[src/hw/rtl/olt_pkg.sv]
`timescale 1ns / 1ps
`default_nettype none
// ----------------------------------------------------------------------------
// olt_pkg
// Shared widths, operation and status codes and inter-module structs for
// the ordered list table.
// ----------------------------------------------------------------------------
package olt_pkg;

  localparam int DEFAULT_DEPTH     = 64;
  localparam int DEFAULT_WORD_BITS = 32;

  localparam int MODE_W   = 3;
  localparam int POS_W    = 6;
  localparam int DATA_W   = 32;
  localparam int STATUS_W = 2;
  localparam int TOTAL_W  = 7;

  localparam logic [MODE_W-1:0] MODE_APPEND = 3'd0;
  localparam logic [MODE_W-1:0] MODE_READ   = 3'd1;
  localparam logic [MODE_W-1:0] MODE_WRITE  = 3'd2;
  localparam logic [MODE_W-1:0] MODE_DELETE = 3'd3;
  localparam logic [MODE_W-1:0] MODE_POP    = 3'd4;
  localparam logic [MODE_W-1:0] MODE_FIND   = 3'd5;

  typedef enum logic [STATUS_W-1:0] {
    ST_OK    = 2'd0,
    ST_RANGE = 2'd1,
    ST_FULL  = 2'd2
  } status_e;

  typedef struct packed {
    logic wr_en;
    logic rd_en;
  } mem_ctl_t;

  typedef struct packed {
    logic    valid;
    logic    found;
    status_e status;
  } res_t;

endpackage
`default_nettype wire

[src/hw/rtl/olt_mem.sv]
`timescale 1ns / 1ps
`default_nettype none
// ----------------------------------------------------------------------------
// olt_mem
// Entry storage: one write port and one read port with registered read data.
// ----------------------------------------------------------------------------
module olt_mem #(
  parameter int DEPTH     = olt_pkg::DEFAULT_DEPTH,
  parameter int WORD_BITS = olt_pkg::DEFAULT_WORD_BITS
) (
  input  wire logic                     clk_i,
  input  wire olt_pkg::mem_ctl_t        ctl_i,
  input  wire logic [$clog2(DEPTH)-1:0] waddr_i,
  input  wire logic [WORD_BITS-1:0]     wdata_i,
  input  wire logic [$clog2(DEPTH)-1:0] raddr_i,
  output logic      [WORD_BITS-1:0]     rdata_o
);
  import olt_pkg::*;

  logic [WORD_BITS-1:0] mem [DEPTH];
  logic [WORD_BITS-1:0] rdata_q;

  always_ff @(posedge clk_i) begin
    if (ctl_i.wr_en) begin
      mem[waddr_i] <= wdata_i;
    end
  end

  always_ff @(posedge clk_i) begin
    if (ctl_i.rd_en) begin
      rdata_q <= mem[raddr_i];
    end
  end

  assign rdata_o = rdata_q;

endmodule
`default_nettype wire

[src/hw/rtl/olt_ctrl.sv]
`timescale 1ns / 1ps
`default_nettype none
// ----------------------------------------------------------------------------
// olt_ctrl
// Request sequencer: dispatches each operation, walks the memory for delete
// compaction and find, and holds the entry count.
// ----------------------------------------------------------------------------
module olt_ctrl #(
  parameter int DEPTH     = olt_pkg::DEFAULT_DEPTH,
  parameter int WORD_BITS = olt_pkg::DEFAULT_WORD_BITS
) (
  input  wire logic                         clk_i,
  input  wire logic                         rst_ni,
  input  wire logic                         in_valid_i,
  input  wire logic [olt_pkg::MODE_W-1:0]   mode_i,
  input  wire logic [olt_pkg::POS_W-1:0]    pos_i,
  input  wire logic [WORD_BITS-1:0]         word_i,
  output logic                              busy_o,
  input  wire logic                         slot_free_i,
  output olt_pkg::mem_ctl_t                 mem_ctl_o,
  output logic [$clog2(DEPTH)-1:0]          mem_waddr_o,
  output logic [WORD_BITS-1:0]              mem_wdata_o,
  output logic [$clog2(DEPTH)-1:0]          mem_raddr_o,
  input  wire logic [WORD_BITS-1:0]         mem_rdata_i,
  output olt_pkg::res_t                     res_o,
  output logic [WORD_BITS-1:0]              res_word_o,
  output logic [$clog2(DEPTH+1)-1:0]        count_o
);
  import olt_pkg::*;

  localparam int AW   = $clog2(DEPTH);
  localparam int CW   = $clog2(DEPTH + 1);
  localparam int CMPW = (CW > POS_W) ? CW : POS_W;

  localparam logic [2:0] S_IDLE = 3'd0;
  localparam logic [2:0] S_RD   = 3'd1;
  localparam logic [2:0] S_DEL  = 3'd2;
  localparam logic [2:0] S_FIND = 3'd3;
  localparam logic [2:0] S_DONE = 3'd4;

  logic [2:0]           state_q, state_d;
  logic [CW-1:0]        count_q, count_d;
  logic [CW-1:0]        rd_ptr_q, rd_ptr_d;
  logic [AW-1:0]        wr_ptr_q, wr_ptr_d;
  logic                 pend_q, pend_d;
  logic [WORD_BITS-1:0] word_q, word_d;
  logic [WORD_BITS-1:0] res_word_q, res_word_d;
  logic                 res_found_q, res_found_d;
  status_e              res_status_q, res_status_d;

  logic [CMPW-1:0] pos_ext;
  logic [CMPW-1:0] cnt_ext;
  logic [CW-1:0]   cnt_dec;
  logic            pos_ok;
  logic            ptr_lt;
  logic            hit;

  assign pos_ext = CMPW'(pos_i);
  assign cnt_ext = CMPW'(count_q);
  assign cnt_dec = count_q - CW'(1);
  assign pos_ok  = pos_ext < cnt_ext;
  assign ptr_lt  = rd_ptr_q < count_q;
  assign hit     = mem_rdata_i == word_q;

  always_comb begin
    state_d      = state_q;
    count_d      = count_q;
    rd_ptr_d     = rd_ptr_q;
    wr_ptr_d     = wr_ptr_q;
    pend_d       = pend_q;
    word_d       = word_q;
    res_word_d   = res_word_q;
    res_found_d  = res_found_q;
    res_status_d = res_status_q;
    mem_ctl_o    = '0;
    mem_waddr_o  = '0;
    mem_wdata_o  = word_i;
    mem_raddr_o  = '0;
    res_o        = '0;
    res_o.status = res_status_q;
    res_o.found  = res_found_q;

    case (state_q)
      S_IDLE: begin
        if (in_valid_i) begin
          word_d       = word_i;
          res_word_d   = '0;
          res_found_d  = 1'b0;
          res_status_d = ST_OK;
          state_d      = S_DONE;
          case (mode_i)
            MODE_APPEND: begin
              if (count_q == CW'(DEPTH)) begin
                res_status_d = ST_FULL;
              end else begin
                mem_ctl_o.wr_en = 1'b1;
                mem_waddr_o     = count_q[AW-1:0];
                count_d         = count_q + CW'(1);
              end
            end
            MODE_READ: begin
              if (pos_ok) begin
                mem_ctl_o.rd_en = 1'b1;
                mem_raddr_o     = pos_ext[AW-1:0];
                state_d         = S_RD;
              end else begin
                res_status_d = ST_RANGE;
              end
            end
            MODE_WRITE: begin
              if (pos_ok) begin
                mem_ctl_o.wr_en = 1'b1;
                mem_waddr_o     = pos_ext[AW-1:0];
              end else begin
                res_status_d = ST_RANGE;
              end
            end
            MODE_DELETE: begin
              if (pos_ok) begin
                wr_ptr_d = pos_ext[AW-1:0];
                rd_ptr_d = pos_ext[CW-1:0] + CW'(1);
                pend_d   = 1'b0;
                state_d  = S_DEL;
              end else begin
                res_status_d = ST_RANGE;
              end
            end
            MODE_POP: begin
              if (count_q != '0) begin
                count_d         = cnt_dec;
                mem_ctl_o.rd_en = 1'b1;
                mem_raddr_o     = cnt_dec[AW-1:0];
                state_d         = S_RD;
              end else begin
                res_status_d = ST_RANGE;
              end
            end
            MODE_FIND: begin
              rd_ptr_d = '0;
              pend_d   = 1'b0;
              state_d  = S_FIND;
            end
            default: begin
              res_status_d = ST_RANGE;
            end
          endcase
        end
      end
      S_RD: begin
        res_word_d = mem_rdata_i;
        state_d    = S_DONE;
      end
      S_DEL: begin
        // move the word read last beat down one place while reading the next
        if (pend_q) begin
          mem_ctl_o.wr_en = 1'b1;
          mem_waddr_o     = wr_ptr_q;
          mem_wdata_o     = mem_rdata_i;
          wr_ptr_d        = wr_ptr_q + AW'(1);
        end
        if (ptr_lt) begin
          mem_ctl_o.rd_en = 1'b1;
          mem_raddr_o     = rd_ptr_q[AW-1:0];
          rd_ptr_d        = rd_ptr_q + CW'(1);
          pend_d          = 1'b1;
        end else begin
          pend_d  = 1'b0;
          count_d = cnt_dec;
          state_d = S_DONE;
        end
      end
      S_FIND: begin
        if (pend_q && hit) begin
          res_found_d = 1'b1;
          pend_d      = 1'b0;
          state_d     = S_DONE;
        end else if (ptr_lt) begin
          mem_ctl_o.rd_en = 1'b1;
          mem_raddr_o     = rd_ptr_q[AW-1:0];
          rd_ptr_d        = rd_ptr_q + CW'(1);
          pend_d          = 1'b1;
        end else begin
          pend_d  = 1'b0;
          state_d = S_DONE;
        end
      end
      S_DONE: begin
        if (slot_free_i) begin
          res_o.valid = 1'b1;
          state_d     = S_IDLE;
        end
      end
      default: begin
        state_d = S_IDLE;
      end
    endcase
  end

  always_ff @(posedge clk_i or negedge rst_ni) begin
    if (!rst_ni) begin
      state_q  <= S_IDLE;
      count_q  <= '0;
      rd_ptr_q <= '0;
      wr_ptr_q <= '0;
      pend_q   <= 1'b0;
    end else begin
      state_q  <= state_d;
      count_q  <= count_d;
      rd_ptr_q <= rd_ptr_d;
      wr_ptr_q <= wr_ptr_d;
      pend_q   <= pend_d;
    end
  end

  always_ff @(posedge clk_i) begin
    word_q       <= word_d;
    res_word_q   <= res_word_d;
    res_found_q  <= res_found_d;
    res_status_q <= res_status_d;
  end

  assign busy_o     = state_q != S_IDLE;
  assign res_word_o = res_word_q;
  assign count_o    = count_q;

endmodule
`default_nettype wire

[src/hw/rtl/ordered_list_table.sv]
`timescale 1ns / 1ps
`default_nettype none
// ----------------------------------------------------------------------------
// ordered_list_table
// Fixed-capacity ordered list of words with append, read, write, compacting
// delete, pop and find, one result beat per request beat.
// ----------------------------------------------------------------------------
// Takes one request at a time; in_stall_o follows the registered sequencer
// state, so it rises once a request beat is taken and stays high until its
// result has been moved into the output register. Append, write and every
// refused request go straight to the result; read and pop pass a read state
// first. Delete at position p and find walk the entry memory one entry per
// cycle through its single read port. No clearing pass after reset. A new
// request may be taken while the prior result waits in the output register.
module ordered_list_table #(
  parameter int DEPTH     = olt_pkg::DEFAULT_DEPTH,
  parameter int WORD_BITS = olt_pkg::DEFAULT_WORD_BITS
) (
  input  wire logic                           clk_i,
  input  wire logic                           rst_ni,
  input  wire logic                           in_valid_i,
  output logic                                in_stall_o,
  input  wire logic [olt_pkg::MODE_W-1:0]     mode_i,
  input  wire logic [olt_pkg::POS_W-1:0]      position_i,
  input  wire logic [olt_pkg::DATA_W-1:0]     data_word_i,
  output logic                                out_valid_o,
  input  wire logic                           out_stall_i,
  output logic [olt_pkg::DATA_W-1:0]          read_word_o,
  output logic                                found_o,
  output logic [olt_pkg::STATUS_W-1:0]        status_o,
  output logic [olt_pkg::TOTAL_W-1:0]         entry_total_o
);
  import olt_pkg::*;

  localparam int AW = $clog2(DEPTH);
  localparam int CW = $clog2(DEPTH + 1);

  logic                          busy;
  logic                          slot_free;
  mem_ctl_t                      mem_ctl;
  logic [AW-1:0]                 mem_waddr;
  logic [AW-1:0]                 mem_raddr;
  logic [WORD_BITS-1:0]          mem_wdata;
  logic [WORD_BITS-1:0]          mem_rdata;
  res_t                          res;
  logic [WORD_BITS-1:0]          res_word;
  logic [CW-1:0]                 count;

  logic [WORD_BITS+DATA_W-1:0]   word_ext;
  logic [WORD_BITS-1:0]          word;
  logic [DATA_W+WORD_BITS-1:0]   rd_ext;
  logic [TOTAL_W+CW-1:0]         total_ext;

  logic                          out_valid_q;
  logic [DATA_W-1:0]             read_word_q;
  logic                          found_q;
  logic [STATUS_W-1:0]           status_q;
  logic [TOTAL_W-1:0]            total_q;

  assign word_ext  = {{WORD_BITS{1'b0}}, data_word_i};
  assign word      = word_ext[WORD_BITS-1:0];
  assign rd_ext    = {{DATA_W{1'b0}}, res_word};
  assign total_ext = {{TOTAL_W{1'b0}}, count};

  assign in_stall_o = busy;
  assign slot_free  = !out_valid_q || !out_stall_i;

  olt_ctrl #(
    .DEPTH     (DEPTH),
    .WORD_BITS (WORD_BITS)
  ) u_ctrl (
    .clk_i       (clk_i),
    .rst_ni      (rst_ni),
    .in_valid_i  (in_valid_i),
    .mode_i      (mode_i),
    .pos_i       (position_i),
    .word_i      (word),
    .busy_o      (busy),
    .slot_free_i (slot_free),
    .mem_ctl_o   (mem_ctl),
    .mem_waddr_o (mem_waddr),
    .mem_wdata_o (mem_wdata),
    .mem_raddr_o (mem_raddr),
    .mem_rdata_i (mem_rdata),
    .res_o       (res),
    .res_word_o  (res_word),
    .count_o     (count)
  );

  olt_mem #(
    .DEPTH     (DEPTH),
    .WORD_BITS (WORD_BITS)
  ) u_mem (
    .clk_i   (clk_i),
    .ctl_i   (mem_ctl),
    .waddr_i (mem_waddr),
    .wdata_i (mem_wdata),
    .raddr_i (mem_raddr),
    .rdata_o (mem_rdata)
  );

  // output register
  always_ff @(posedge clk_i or negedge rst_ni) begin
    if (!rst_ni) begin
      out_valid_q <= 1'b0;
    end else if (res.valid) begin
      out_valid_q <= 1'b1;
    end else if (!out_stall_i) begin
      out_valid_q <= 1'b0;
    end
  end

  always_ff @(posedge clk_i) begin
    if (res.valid) begin
      read_word_q <= rd_ext[DATA_W-1:0];
      found_q     <= res.found;
      status_q    <= res.status;
      total_q     <= total_ext[TOTAL_W-1:0];
    end
  end

  assign out_valid_o   = out_valid_q;
  assign read_word_o   = read_word_q;
  assign found_o       = found_q;
  assign status_o      = status_q;
  assign entry_total_o = total_q;

endmodule
`default_nettype wire
[config.mk]
export PLATFORM = sky130hd
export DESIGN_NAME = ordered_list_table
export DESIGN_NICKNAME = d
export VERILOG_FILES = /design/src/hw/rtl/olt_pkg.sv /design/src/hw/rtl/olt_mem.sv /design/src/hw/rtl/olt_ctrl.sv /design/src/hw/rtl/ordered_list_table.sv
export SDC_FILE = /design/constraint.sdc
export NUM_CORES = 2
export LEC_CHECK = 0
export BUFFER_PORTS_ARGS = -buffer_cell sky130_fd_sc_hd__buf_4
export CAP_MARGIN = 20
export CORE_ASPECT_RATIO = 0.6
export CORE_MARGIN = 4
export CORE_UTILIZATION = 45
export CTS_CLUSTER_DIAMETER = 150
export CTS_CLUSTER_SIZE = 30
export DETAILED_ROUTE_END_ITERATION = 10
export MAX_ROUTING_LAYER = met4
export PLACE_DENSITY = 0.69
export SKIP_LAST_GASP = 1
export SLEW_MARGIN = 0
export SYNTH_ARGS = -nofsm -noshare
export SYNTH_HDL_FRONTEND = slang
export SYNTH_HIERARCHICAL = 1
export SYNTH_SLANG_ARGS = --single-unit
[constraint.sdc]
create_clock -name clk_i -period 5.77 [get_ports clk_i]
set_clock_uncertainty 0.1 [all_clocks]
set_input_delay 0.577 -clock clk_i [delete_from_list [all_inputs] [get_ports clk_i]]
set_output_delay 0.577 -clock clk_i [all_outputs]
set_load 0.1 [all_outputs]
==> qor.yml <==
cap_violations: 0
tightest_slew_ps: 1120
min_period_ps: 5530
powerDensity_mw_per_mm2: 430
cts_tree: "built"
core-area_sq_mm: 0.189
grtUsageTotal_pct: 22.2
grt_setup_unrepaired: "false"
finalCritPeriodShare_pct: 95.8
synth_fp_nets: 4108
r2r_cells: 14
post-cts-setup-buffers: 0
max_freq_mhz: 181
synth-edff-count: 2189
endpoint_kind: "flop"
finalWeightedCongestion: 0.965
cp.arrival_ps: 5900
h-tree-depth: 3
multi_input_area_sq_mm: 0.0188
synth_area_leaders: "edfxtp_1, mux4_2, mux2i_1"
synth_seq_cells: 2214
p_comb_share_pct: 32.5
hold_path.class: "primary input to flop"
ir_drop_mv: 0.290
syn-instance-count: 4047
drt_pass1_iterations: 5
cts.reportedPaths.clkPinSlew_ps: 110
synth_seq_area_share_pct: 77.1
cts-root-buf: "clkbuf_16"
rr_startpoint: "u_mem/rdata_o[29]$_DFFE_PP_"
postLayoutCoreUtil_pct: 50.0
grt_max_degree: 105
min_path_cells: 3
p_total_mw: 40.6
fillCellCount: 14700
cp_max_fo: 61
dp_slack_ps: -35.0
swShare_pct: 32.5
die_h_um: 347
ant_nets: 0
hpwl_mm: 136
row_count: 123
async_reset_ff_share_pct: 1.13
syn_area_sq_mm: 0.0860
port_buffers: 88
power_leakage_nw: 28.3
cts_num_sinks: 2214
relSlewSlack_pct: 25.0
seq_power_share_pct: 49.4
final-hold-violation-count: 0
overflow: 0
area_growth_pct: 9.74
layout.nets: 4329
cellInternalPower_mw: 27.4
worstSetupPathType: "flop to flop"
wire_per_inst_um: 31.8
seq_area_sq_mm: 0.0664
synth_top_area_cell: "edfxtp_1"
wl_mm: 216
setup_violations: 0
power_frac_clock_pct: 18.1
grt_pass1_wl_mm: 311
status: "completed"
die_w_um: 572
hold_path_end: "u_ctrl/wr_ptr_q[1]$_DFFE_PN0P_"
numCtsBuffers: 83
antenna_found_initial: 4
clk_latency_ps: 740
grt_pass1_vias: 41500
avgViaCountPerCell: 6.35
switchingPower_mw: 13.2
worst_setup_path_start_kind: "flop"
synthFlopType: "edfxtp_1"
synthDistinctLibCells: 80
syn_avg_cell_area_sq_um: 21.3
start_util_pct: 45.6
synth_top_area_share_pct: 76.4
drc: 0
via_count: 43100
r2r-end: "u_mem/rdata_o[28]$_DFFE_PP_"
drive_above_1_share_pct: 23.5
worst_slack_ps: 242
finalMaxSlewViolations: 0
ff2ff_setup_slack_ps: 240
clockBufferDepth: 3
critPathRequiredTime_ps: 6140
hp-start: "position_i[1]"
drt-initial-drc-count: 6797
dieArea_sq_mm: 0.198
yosysWarnings: 6
design.portCount: 89
[flip-flops by register name (all words and copies together) (netlist names)]
register	count
u_mem/mem	2048
read_word_o	32
u_ctrl/res_word_o	32
u_ctrl/word_q	32
u_mem/rdata_o	32
entry_total_o	7
u_ctrl/count_o	7
u_ctrl/rd_ptr_q	7
u_ctrl/wr_ptr_q	6
u_ctrl/state_q	3
status_o	2
u_ctrl/res_status_q	2
found_o	1
out_valid_o	1
u_ctrl/pend_q	1
u_ctrl/res_found_q	1
[cells in the mapped netlist, types with 7 or more instances]
cell type / instances
nand3_1: 63
mux4_2: 446
o211ai_1: 19
nor3_1: 22
a31oi_1: 26
o221ai_1: 17
a311o_1: 12
nand2b_1: 24
buf_4: 30
and4_1: 7
buf_6: 33
nor2b_1: 27
o21ai_1: 9
inv_1: 19
buf_2: 62
xnor2_1: 33
or2_2: 9
mux2i_1: 192
nand2_1: 55
buf_1: 9
and3_1: 17
a22o_1: 13
and2_1: 35
a22oi_1: 133
o22ai_1: 45
edfxtp_1: 2189
a21oi_1: 45
o21ai_0: 35
o22a_1: 15
nand4_1: 11
mux2_2: 32
a211oi_1: 24
dfrtp_1: 25
clkbuf_1: 85
a211o_1: 9
ha_1: 16
nor2_1: 116
[layer usage]
layer | part of all wire, % | vias to the layer above | global-route usage [%]
li1 | - | 17200 | -
met1 | 44 | 23100 | 36.1
met2 | 42 | 2548 | 29.2
met3 | 12 | 207 | 4.83
met4 | 1.6 | 0 | 3.28
met5 | 0 | - | -
[how the worst max path moves through the flow]
stage                                        to                        start  cells after the start  slack, ps
floorplan            u_mem/mem[28][0]$_DFFE_PP_                position_i[5]                     13        750
global placement    u_mem/rdata_o[28]$_DFFE_PP_  u_mem/rdata_o[18]$_DFFE_PP_                     14       -130
detailed placement  u_mem/rdata_o[28]$_DFFE_PP_   u_mem/rdata_o[2]$_DFFE_PP_                     14        -30
CTS                 u_mem/rdata_o[28]$_DFFE_PP_   u_mem/rdata_o[2]$_DFFE_PP_                     14        190
global route        u_mem/rdata_o[28]$_DFFE_PP_  u_mem/rdata_o[29]$_DFFE_PP_                     14         20
finish              u_mem/rdata_o[28]$_DFFE_PP_  u_mem/rdata_o[29]$_DFFE_PP_                     14        240
[repair_timing]
action                                  in CTS  in global routing
endpoints found under the hold margin       58                  0
hold buffers                                34                  0
endpoints found under the setup margin       2                  7
resized for setup                            1                  3
pin swaps                                    0                  0
[worst max-delay path, stage by stage (launching register included)]
cell and delay, ps:
edfxtp_1 530, xnor2_1 590, nand3_1 180, nor3_2 480
nand4_1 420, nand2b_1 230, nor2_1 170, a221o_4 570
buf_12 220, buf_12 200, mux4_2 380, nor2b_1 160
a211oi_1 330, o21ai_0 310, and3_1 270
[logic make-up after synthesis]
| logic type | count (synthesis) | share of synthesized area (%) |
|---|---|---|
| adder cells (fa/ha/maj) | 16 | 0.233 |
| AND/OR/NAND/NOR | 415 | 2.46 |
| XOR/XNOR | 35 | 0.356 |
| buffers and inverters | 250 | 1.72 |
| flip-flops | 2214 | 77.1 |
| AO/OA/AOI/OAI | 447 | 3.75 |
| multiplexers | 670 | 14.3 |
[power groups by stage]
stage	Combinational (mW)	Clock, mW	Sequential (mW)
2_1_floorplan	8.42	0	20.5
3_3_place_gp	12.8	0	20.4
3_5_place_dp	13.0	0	20.5
4_1_cts	13.1	7.45	20.1
5_1_grt	14.0	8.09	20.1
6_report	13.2	7.34	20.1
[stage by stage]
step / hold slack, ps / cell area, sq um / setup TNS (ps) / instances
after CTS: 77.1 / 94100 / 0 / 6774
after global routing: 108 / 94400 / 0 / 6791
final: 149 / 94400 / 0 / 6791
after detailed placement: 306 / 91500 / -35.0 / 6634
after floorplan: 181 / 86000 / 0 / 4047
after global placement: 301 / 91400 / -159 / 6633
[area by class of cell]
| cell class | count | share of cell area [%] |
|---|---|---|
| inverters | 22 | 0.0875 |
| flip-flops and latches | 2214 | 70.3 |
| multi-input cells | 1583 | 19.9 |
| well taps | 2500 | 3.31 |
| repair buffers | 364 | 4.01 |
| diodes | 2 | 0.00530 |
| clock buffers | 101 | 2.34 |
| clock inverters | 5 | 0.0663 |
[layout by cell type (no fill, tap or decap), types with 11 or more instances in the layout]
| cell type | Yosys | routed |
|---|---|---|
| xnor2_1 | 33 | 30 |
| o22ai_1 | 45 | 45 |
| a22oi_1 | 133 | 133 |
| a311o_1 | 12 | 12 |
| a22o_1 | 13 | 13 |
| nor2b_1 | 27 | 24 |
| buf_4 | 30 | 252 |
| nand2b_1 | 24 | 24 |
| dfrtp_1 | 25 | 25 |
| and2_1 | 35 | 34 |
| buf_12 | 3 | 77 |
| ha_1 | 16 | 16 |
| nor2_4 | 0 | 65 |
| a21oi_1 | 45 | 45 |
| nand3_1 | 63 | 63 |
| mux2_2 | 32 | 32 |
| clkbuf_16 | 0 | 86 |
| mux4_2 | 446 | 446 |
| nand2_1 | 55 | 55 |
| nor2_1 | 116 | 50 |
| clkbuf_1 | 85 | 15 |
| a211oi_1 | 24 | 24 |
| dlygate4sd3_1 | 0 | 34 |
| o22a_1 | 15 | 15 |
| o211ai_1 | 19 | 19 |
| nor3_1 | 22 | 20 |
| and3_1 | 17 | 15 |
| inv_1 | 19 | 19 |
| a31oi_1 | 26 | 26 |
| mux2i_1 | 192 | 192 |
| edfxtp_1 | 2189 | 2189 |
| o221ai_1 | 17 | 16 |
| nand4_1 | 11 | 11 |
| o21ai_0 | 35 | 35 |
Power figures use the tool's default switching activity.
